===== src/rtl/gain_scheduled_thermo_loop_defines.svh =====
// Assertion macros shared by the loop RTL.
// Each macro takes a label, a clock, an active-low reset and the expressions to check.
`ifndef GAIN_SCHEDULED_THERMO_LOOP_DEFINES_SVH
`define GAIN_SCHEDULED_THERMO_LOOP_DEFINES_SVH

`ifndef SYNTHESIS

// Same-cycle implication.
`define GSTL_ASSERT_IMPLIES(label, clk, rstn, cond, prop) \
    label: assert property (@(posedge clk) disable iff (!(rstn)) (cond) |-> (prop)) \
        else $error("assertion failed: same-cycle implication");

// Next-cycle implication.
`define GSTL_ASSERT_NEXT(label, clk, rstn, cond, prop) \
    label: assert property (@(posedge clk) disable iff (!(rstn)) (cond) |=> (prop)) \
        else $error("assertion failed: next-cycle implication");

`else

`define GSTL_ASSERT_IMPLIES(label, clk, rstn, cond, prop)
`define GSTL_ASSERT_NEXT(label, clk, rstn, cond, prop)

`endif

`endif


===== src/rtl/gstl_pkg.sv =====
package gstl_pkg;

    // Field and state widths.
    localparam int MEAS_W = 24;
    localparam int CNT_W  = 12;
    localparam int CODE_W = 12;
    localparam int ACC_FRAC = 16;
    localparam int ACC_W  = CODE_W + ACC_FRAC;

    // Register map: register index is paddr[4:2].
    localparam int ADDR_W = 5;
    localparam logic [2:0] REG_TARGET      = 3'd0;
    localparam logic [2:0] REG_FAST_LIMIT  = 3'd1;
    localparam logic [2:0] REG_RELAX_LIMIT = 3'd2;
    localparam logic [2:0] REG_DAC_LOW     = 3'd3;
    localparam logic [2:0] REG_DAC_HIGH    = 3'd4;

    // Register reset values.
    localparam logic [CNT_W-1:0]  FAST_LIMIT_RST  = 12'd700;
    localparam logic [CNT_W-1:0]  RELAX_LIMIT_RST = 12'd50;
    localparam logic [CODE_W-1:0] DAC_LOW_RST     = 12'd1;
    localparam logic [CODE_W-1:0] DAC_HIGH_RST    = 12'd4094;

    // Saturation point of both counters.
    localparam logic [CNT_W-1:0] CNT_MAX = 12'hFFF;

    // PD gain pairs in Q.16 (error gain, speed gain).
    localparam logic signed [19:0] GAIN_FAST_E  = 20'sd131072;
    localparam logic signed [19:0] GAIN_FAST_S  = 20'sd196608;
    localparam logic signed [19:0] GAIN_LATE_E  = 20'sd26214;
    localparam logic signed [19:0] GAIN_LATE_S  = 20'sd262144;
    localparam logic signed [19:0] GAIN_MID_E   = 20'sd1966;
    localparam logic signed [19:0] GAIN_MID_S   = 20'sd393216;
    localparam logic signed [19:0] GAIN_RELAX_E = 20'sd1311;
    localparam logic signed [19:0] GAIN_RELAX_S = 20'sd262144;

    // Gain schedule branch.
    typedef enum logic [1:0] {
        BR_FAST,
        BR_LATE,
        BR_MID,
        BR_RELAX
    } branch_t;

    // Configuration seen by the loop core.
    typedef struct packed {
        logic signed [MEAS_W-1:0] target;
        logic [CNT_W-1:0]         fast_limit;
        logic [CNT_W-1:0]         relax_limit;
        logic [CODE_W-1:0]        dac_low;
        logic [CODE_W-1:0]        dac_high;
    } cfg_t;

endpackage


===== src/rtl/gstl_apb_regs.sv =====
module gstl_apb_regs
    import gstl_pkg::*;
(
    input  logic              aclk,
    input  logic              aresetn,
    input  logic              psel,
    input  logic              penable,
    input  logic              pwrite,
    input  logic [ADDR_W-1:0] paddr,
    input  logic [31:0]       pwdata,
    output logic [31:0]       prdata,
    output logic              pready,
    output cfg_t              cfg
);

    logic signed [MEAS_W-1:0] target_reg;
    logic [CNT_W-1:0]         fast_limit_reg;
    logic [CNT_W-1:0]         relax_limit_reg;
    logic [CODE_W-1:0]        dac_low_reg;
    logic [CODE_W-1:0]        dac_high_reg;
    logic [2:0]               reg_idx;
    logic                     wr_en;

    assign pready  = 1'b1;
    assign reg_idx = paddr[4:2];
    assign wr_en   = psel && penable && pwrite;

    // Register writes in the access phase.
    always_ff @(posedge aclk) begin
        if (!aresetn) begin
            target_reg      <= '0;
            fast_limit_reg  <= FAST_LIMIT_RST;
            relax_limit_reg <= RELAX_LIMIT_RST;
            dac_low_reg     <= DAC_LOW_RST;
            dac_high_reg    <= DAC_HIGH_RST;
        end else if (wr_en) begin
            case (reg_idx)
                REG_TARGET:      target_reg      <= $signed(pwdata[MEAS_W-1:0]);
                REG_FAST_LIMIT:  fast_limit_reg  <= pwdata[CNT_W-1:0];
                REG_RELAX_LIMIT: relax_limit_reg <= pwdata[CNT_W-1:0];
                REG_DAC_LOW:     dac_low_reg     <= pwdata[CODE_W-1:0];
                REG_DAC_HIGH:    dac_high_reg    <= pwdata[CODE_W-1:0];
                default: ;
            endcase
        end
    end

    // Read data; the target is sign extended.
    always_comb begin
        case (reg_idx)
            REG_TARGET:      prdata = 32'(target_reg);
            REG_FAST_LIMIT:  prdata = 32'(fast_limit_reg);
            REG_RELAX_LIMIT: prdata = 32'(relax_limit_reg);
            REG_DAC_LOW:     prdata = 32'(dac_low_reg);
            REG_DAC_HIGH:    prdata = 32'(dac_high_reg);
            default:         prdata = '0;
        endcase
    end

    assign cfg.target      = target_reg;
    assign cfg.fast_limit  = fast_limit_reg;
    assign cfg.relax_limit = relax_limit_reg;
    assign cfg.dac_low     = dac_low_reg;
    assign cfg.dac_high    = dac_high_reg;

endmodule


===== config.mk =====
export PLATFORM = sky130hd
export DESIGN_NAME = gstl_apb_regs
export DESIGN_NICKNAME = d
export VERILOG_FILES = /design/src/rtl/gain_scheduled_thermo_loop_defines.svh /design/src/rtl/gstl_pkg.sv /design/src/rtl/gstl_apb_regs.sv
export SDC_FILE = /design/constraint.sdc
export NUM_CORES = 1
export LEC_CHECK = 0
export BUFFER_PORTS_ARGS = -buffer_cell sky130_fd_sc_hd__buf_4
export CAP_MARGIN = 20
export CORE_ASPECT_RATIO = 1.1
export CORE_UTILIZATION = 51
export DETAILED_ROUTE_END_ITERATION = 16
export HOLD_SLACK_MARGIN = 0.02
export PLACE_DENSITY = 0.85
export SLEW_MARGIN = 25
export SYNTH_ARGS = -nofsm -noshare
export SYNTH_HDL_FRONTEND = slang
export SYNTH_SLANG_ARGS = --single-unit

===== constraint.sdc =====
create_clock -name aclk -period 5.1 [get_ports aclk]
set_input_delay 1.53 -clock aclk [delete_from_list [all_inputs] [get_ports aclk]]
set_output_delay 1.53 -clock aclk [all_outputs]
set_load 0.02 [all_outputs]

[Word-level counts from Yosys, hierarchy flattened]
Cells that the tools add are included.
Word-level totals
  word-level logic and storage cells: 18
  flip-flop bits (word level): 72
  output and inout bits: 105
Cells by class
  muxes and demuxes: 1
  reductions and logical operators: 8
  equal/unequal tests: 4
Operator list (count)
  $pmux 32 s5: 1
  $reduce_and 2->1: 5
  $eq 3x2->1 const B: 2
  $eq 3x1->1 const B: 1
  $eq 3x3->1 const B: 1
  $logic_not 3->1: 1
  $logic_and 1x1->1: 2

[Longest topological paths before layout]
Gate-level depths: netlist (run 1).
  depth after elaboration: 3
  mapped depth: 6

[Worst setup path before layout (run 1)]
No wires, ideal clock.
  path type: input-to-output
  start: input paddr[2]
  end: output prdata[24]
  stages on the path: 6
  setup slack: 626 ps
  data arrival time: 2944 ps
  cells stage by stage: buf_2 -> buf_1 -> nor3_1 -> clkbuf_1 -> and2_1 -> buf_4
Between the ends
  cells in the longest elaborated chain, start to end: 2
Ends and longest elaborated chain
  start, declared: line gstl_apb_regs.sv:9  | input logic [ADDR_W-1:0] paddr,
  $eq 3x3->1 (tied with other cells): line gstl_apb_regs.sv:50  | case (reg_idx)
  $pmux 32 s5 *: line gstl_apb_regs.sv:50
  end, declared: line gstl_apb_regs.sv:11  | output logic [31:0] prdata,
Every way passes the cells marked *; elsewhere a longest branch is shown, timed or not.

[Worst setup path after layout (run 1)]
  start: input paddr[2]
  end: output prdata[9]
The elaborated chain is that of the path after synthesis.

==> results.md, run 1 <==
* # port buffers at 135
* Power share of the combinational group at 10.4%
* Setup tns final at 0 ns
* Clock Root Buffer: clkbuf_8
* Worst Tran Pin Value at 0.9136 ns
* # IOs at 147
* Crit path DAT at 3.01 ns
* Routability congestion estimate at 0.7910
* Met1 WL at 3864 µm
* Post-CTS resize count at 0
* Initial Utilization at 52.51%
* FF+latch count, synth at 72
* Max clock buf depth at 2
* Num CTS Buffers at 9
* Endpoint class of the critical path: output pin
* Critical Path RT at 3.57 ns
* Via count at 3,128
* Max cap viols at 0
* Fin crit period at 4.537 ns
* Number of flip-flops under the largest register name at 24
* Unrepaired setup endpoints after global routing: no
* CTS tree: yes
* Hold_buf cts at 0
* WHS at 0.4704 ns
* Top Layer Used: met4
* Startpoint type of the worst setup path: input port
* Clock sink total at 72
* Cell Pwr Density at 258.7 mW/mm²
* Post-synth ARST share at 0%
* Initial DRT Pass Iterations at 4
* Status: completed
* Antenna Cells at 0
* WS Path Type: in -> out
* Internal at 0.8964 mW
* Synthesized cell area at 0.003442 mm²
* Clk pwr share at 41.7%
* Initial antenna violation count at 0
* Vias per cell at 5.507
* Critical path destination: prdata[9]
* CP startpoint: paddr[2]
* Vias in the first global route at 2,867
* Leak at 2.058 nW
* Clk slew on worst S/H paths at 0.07 ns
* Ys flop type: dfxtp_1
* Die Footprint at 0.007082 mm²
* Net Sw Power at 0.2946 mW
* Worst R2R Setup Slack at 4.38 ns
* Slew Limit Fails at 0
* Residual DRC count at 0
* Net Sw Frac at 24.74%
* WL final at 9409 µm
* EDFF count, synth at 0
* Core area at 0.006555 mm²
* Syn-to-layout area delta at 33.73%
* Final setup vio count at 0
* Total GRT Usage at 26.01%
* CP max FO at 27
* Sequential area share after synthesis at 41.88%
* Post-route ant nets at 0
* WL met3 at 846 µm
* Gate Count Post-Synth at 369
* Hold Path Class: reg -> reg
* Avg WL per Cell at 16.57 µm
* Layout Nets at 523
* Avg Cell Area, Syn at 9.328 µm²
* Skew-Pair Late Insertion Delay at 0.34 ns
* Chip Width at 80.33 µm
* Power share of the sequential group at 47.8%
* Overflow after GRT at 0
* Yosys warns at 0
* Syn_nets at 411
* Number of setup buffers added after CTS at 0
* Global-route wire length before repair at 13,920 µm
* R2r worst-path depth at 2
* VDD IR max at 0.0001792 V
* RR Endpoint: dac_low_reg[0]$_SDFFE_PN1P_
* Yosys cell types at 30
* Layout cells sized above 1 at 35.39%
* Dpl hpwl at 6507 µm
* Skew final at 0 ns
* Max Clock Freq at 0.2204 GHz
* Num rows at 31
* Critical register-to-register path startpoint: dac_low_reg[0]$_SDFFE_PN1P_
* Drt initial violations at 111
* Largest net degree at the start of global routing at 104
* Htree depth at 3
* Die height at 88.16 µm
* Post-route clock period utilization at 88.95%
* Met2 WL at 4588 µm
* Hold Vio Cnt, Final at 0
* Worst slew margin at 39.09%
==> how the worst min path moves through the flow <==
stage / startpoint / to / slack (ns) / cells past startpoint
6_report: target_reg[23]$_SDFFE_PN0P_ / target_reg[23]$_SDFFE_PN0P_ / 0.47 / 2
5_1_grt: target_reg[23]$_SDFFE_PN0P_ / target_reg[23]$_SDFFE_PN0P_ / 0.49 / 2
3_5_place_dp: target_reg[23]$_SDFFE_PN0P_ / target_reg[23]$_SDFFE_PN0P_ / 0.46 / 2
4_1_cts: target_reg[23]$_SDFFE_PN0P_ / target_reg[23]$_SDFFE_PN0P_ / 0.47 / 2
2_1_floorplan: target_reg[12]$_SDFFE_PN0P_ / target_reg[12]$_SDFFE_PN0P_ / 0.54 / 2
3_3_place_gp: target_reg[23]$_SDFFE_PN0P_ / target_reg[23]$_SDFFE_PN0P_ / 0.45 / 2
==> metrics by stage <==
step	worst slack (ns)	total power [mW]	area, µm²	util, %	std cells
after floorplan	0.6263	0.6562	3442	-	369
after global placement	0.6645	0.7036	4383	66.86	552
after detailed placement	0.6106	0.7061	4383	66.86	552
after CTS	0.5780	1.198	4603	70.22	568
after global routing	0.5262	1.238	4603	70.22	568
final	0.5634	1.191	4603	70.22	568
==> cell usage after synthesis (2+ instances only) <==
cell	count	area [µm²]
buf_2	5	25.02
and2_1	12	75.07
mux2_2	12	135.1
buf_4	12	90.09
buf_1	3	11.26
buf_6	3	33.78
clkbuf_1	18	67.56
nand2_1	76	285.3
a22oi_1	22	165.2
o22ai_1	12	75.07
o31ai_1	4	30.03
dfxtp_1	72	1441
mux2i_1	67	670.6
nor2_1	2	7.510
o211ai_1	4	30.03
or3_1	2	12.51
inv_1	6	22.52
nor2b_1	25	156.4
==> placed cells by master (no fill, tap or decap) <==
cell type,n
nand2_1,76
nor3b_2,1
clkbuf_8,9
o211ai_1,4
o31ai_1,4
clkinv_4,1
inv_1,6
a31oi_1,1
a21oi_1,1
nor3_1,1
o22ai_1,12
nor3_4,1
o311ai_0,1
and3b_1,1
mux2_2,12
buf_4,142
and2_1,12
nor2b_1,25
nand4b_4,1
nand4_1,1
conb_1,1
and3_1,1
o21ai_0,1
or3_1,2
mux2i_1,67
inv_6,1
nor2_1,2
bufinv_16,2
a22oi_1,22
dfxtp_1,72
clkinvlp_4,2
clkbuf_1,1
==> per-layer routing <==
metal	vias up	track usage, %
met4	0	9.091
met3	14	8.854
met2	143	44.91
met5	-	0
li1	1478	-
met1	1493	29.98
==> critical path, cell delays in order <==
cell     delay [ns]
buf_4          0.30
nor2b_1        0.45
buf_4          0.25
a22oi_1        0.08
o22ai_1        0.20
buf_4          0.18
==> power groups by stage <==
stage	registers (mW)	clock network [mW]	logic, mW
floorplan	0.588	0	0.0687
global placement	0.583	0	0.121
detailed placement	0.583	0	0.123
CTS	0.570	0.504	0.124
global route	0.570	0.535	0.132
finish	0.570	0.497	0.124
==> logic make-up after synthesis <==
kind of cell           share of synthesized area [%]
buffers and inverters                          7.270
AND/OR/NAND/NOR                                17.88
multiplexers                                   23.41
other                                         0.1089
AO/OA/AOI/OAI                                  9.451
flip-flops                                     41.88
==> cell type report <==
cell class                 count  area (µm²)
clock inverter                 6       92.59
tap                           82       102.6
sequential                    72        1441
clock buffer                  10       127.6
timing repair buffer         142        1066
inverter                       6       22.52
fill                         509        1952
multi-input combinational    250        1750
No activity file was read; power rests on OpenSTA's default activity.
==> run 2: changes to the inputs <==
--- a/config.mk
+++ b/config.mk
@@ -5,13 +5,14 @@
 export SDC_FILE = /design/constraint.sdc
 export NUM_CORES = 1
 export LEC_CHECK = 0
-export BUFFER_PORTS_ARGS = -buffer_cell sky130_fd_sc_hd__buf_4
+export BUFFER_PORTS_ARGS = -buffer_cell sky130_fd_sc_hd__buf_2
 export CAP_MARGIN = 20
 export CORE_ASPECT_RATIO = 1.1
-export CORE_UTILIZATION = 51
+export CORE_UTILIZATION = 48
 export DETAILED_ROUTE_END_ITERATION = 16
 export HOLD_SLACK_MARGIN = 0.02
-export PLACE_DENSITY = 0.85
+export PLACE_DENSITY = 0.8
+export SKIP_LAST_GASP = 1
 export SLEW_MARGIN = 25
 export SYNTH_ARGS = -nofsm -noshare
 export SYNTH_HDL_FRONTEND = slang
==> constraint.sdc (replaced) <==
create_clock -name aclk -period 4.9 [get_ports aclk]
set_input_delay 1.47 -clock aclk [delete_from_list [all_inputs] [get_ports aclk]]
set_output_delay 1.47 -clock aclk [all_outputs]
set_load 0.02 [all_outputs]
==> run 2 against run 1 <==
  * Cell area shrank 7.3%
  * Via count decreased by 0.74%
  * Worst hold slack worse by 0.0027 ns
  * Critical endpoint is now prdata[7]
  * Highest routed layer unchanged
==> results.md, run 2 (same netlist as run 1, synthesis figures left out) <==
* Status: completed
* Initial Utilization at 49.41%
* Routability congestion estimate at 0.8257
* Endpoint class of the critical path: output pin
* Cell Pwr Density at 276.6 mW/mm²
* Hold Path Sink: target_reg[22]$_SDFFE_PN0P_
* Max cap viols at 0
* Num rows at 32
* Antenna Cells at 0
* Final setup vio count at 0
* Initial antenna violation count at 0
* Max Clock Freq at 0.2140 GHz
* Hold Path Origin: target_reg[22]$_SDFFE_PN0P_
* Commonest non-fill, non-tap cells in the layout: buf_2, nand2_1, dfxtp_1
* CTS tree: yes
* Chip Width at 82.74 µm
* Layout cells sized above 1 at 35.79%
* Cell repeated most along the worst path: buf_2
* Setup tns final at 0 ns
* Critical register-to-register path startpoint: dac_low_reg[0]$_SDFFE_PN1P_
* Startpoint type of the worst setup path: input port
* Skew-Pair Late Insertion Delay at 0.34 ns
* Clock Root Buffer: clkbuf_8
* CP cell instances: buf_2, nor2b_1, a22oi_1, o22ai_1, buf_2
* VDD IR max at 0.0001923 V
* Post-route ant nets at 0
* Layout Nets at 526
* Fin cells at 574
* Hold_buf cts at 0
* Vias in the first global route at 2,979
* Hold Vio Cnt, Final at 0
* Largest net degree at the start of global routing at 58
* WL final at 9209 µm
* Overflow after GRT at 0
* Drt initial violations at 142
* Avg WL per Cell at 16.04 µm
* Crit path DAT at 3.20 ns
* Commonest non-fill, non-tap cell in the layout: buf_2
* Fill cell count at 612
* R2r worst-path depth at 2
* Number of setup buffers added after CTS at 0
* WS Path Type: in -> out
* CP max FO at 15
* Via count at 3,105
* Top Family by Delay on Critical Path: simple AND/OR/NAND/NOR gates
* Leak at 2.008 nW
* Number of flip-flops under the largest register name at 24
* # port buffers at 135
* Vias per cell at 5.409
* Syn-to-layout area delta at 24.03%
* Worst slew margin at 28.98%
* Critical Path RT at 3.43 ns
* Total GRT Usage at 25.74%
* Placed insts at 558
* Dpl hpwl at 6497 µm
* Global-route wire length before repair at 14,470 µm
* Worst path bufs/invs at 2
* Initial DRT Pass Iterations at 4
* Core area at 0.006967 mm²
* Worst Tran Pin Value at 1.063 ns
* CP peak stage delay at 0.86 ns
* Fin crit period at 4.674 ns
* Clk slew on worst S/H paths at 0.08 ns
* RR Endpoint: dac_low_reg[0]$_SDFFE_PN1P_
* Num CTS Buffers at 9
* Critical-path top delay cell: nor2b_1
* Post-route clock period utilization at 95.38%
* Clock sink total at 72
* Worst hold stages at 2
* Post-CTS resize count at 0
* Hold Path Class: reg -> reg
* Unrepaired setup endpoints after global routing: no
* Max clock buf depth at 2
* Residual DRC count at 0
* Worst R2R Setup Slack at 4.16 ns
* Die height at 90.82 µm
* Htree depth at 3
* # IOs at 147
* Skew final at 0 ns
* Slew Limit Fails at 0
* Die Footprint at 0.007514 mm²
==> run 2: how the worst max path moves through the flow <==
stage	slack (ns)	start	to	depth (start not counted)
floorplan	0.55	paddr[2]	prdata[24]	6
global placement	0.26	paddr[2]	prdata[7]	5
detailed placement	0.26	paddr[2]	prdata[7]	5
CTS	0.25	paddr[2]	prdata[7]	5
global route	0.12	paddr[3]	prdata[30]	4
finish	0.23	paddr[2]	prdata[7]	5
==> run 2: metal layers <==
layer | vias to the layer above | wire length [µm] | track usage, %
li1 | 1488 | - | -
met1 | 1474 | 3906 | 29.92
met5 | - | 0 | 0
met2 | 125 | 4420 | 43.51
met4 | 0 | 205 | 11.06
met3 | 18 | 676 | 6.465
==> run 2: worst reg2reg max path: stages (launching register included) <==
cell	delay, ns
dfxtp_1	0.33
o21ai_0	0.09
o311ai_0	0.16
==> run 2: stage by stage <==
step	hold WS (ns)	cell area (µm²)	worst slack (ns)	utilization (%)	total power, mW
after global placement	0.4506	4071	0.2557	58.44	0.7213
after CTS	0.4732	4269	0.2510	61.28	1.190
after global routing	0.4893	4269	0.1155	61.28	1.232
final	0.4677	4269	0.2264	61.28	1.181
after floorplan	0.5409	3442	0.5463	-	0.6830
after detailed placement	0.4600	4071	0.2593	58.44	0.7237
==> run 2: power breakdown <==
part	switching [mW]	internal [mW]
registers	0.00357	0.589
logic	0.0745	0.0431
clock network	0.222	0.248
total	0.300	0.881
==> run 2: final cells by class <==
cell class | instances | area, µm² | share of cell area (%)
Multi-Input combinational cell | 250 | 1750 | 41.00
Sequential cell | 72 | 1441 | 33.76
Timing Repair Buffer | 145 | 750.7 | 17.59
Clock buffer | 11 | 141.4 | 3.312
Tap cell | 85 | 106.4 | 2.491
Clock inverter | 5 | 56.30 | 1.319
Inverter | 6 | 22.52 | 0.5276
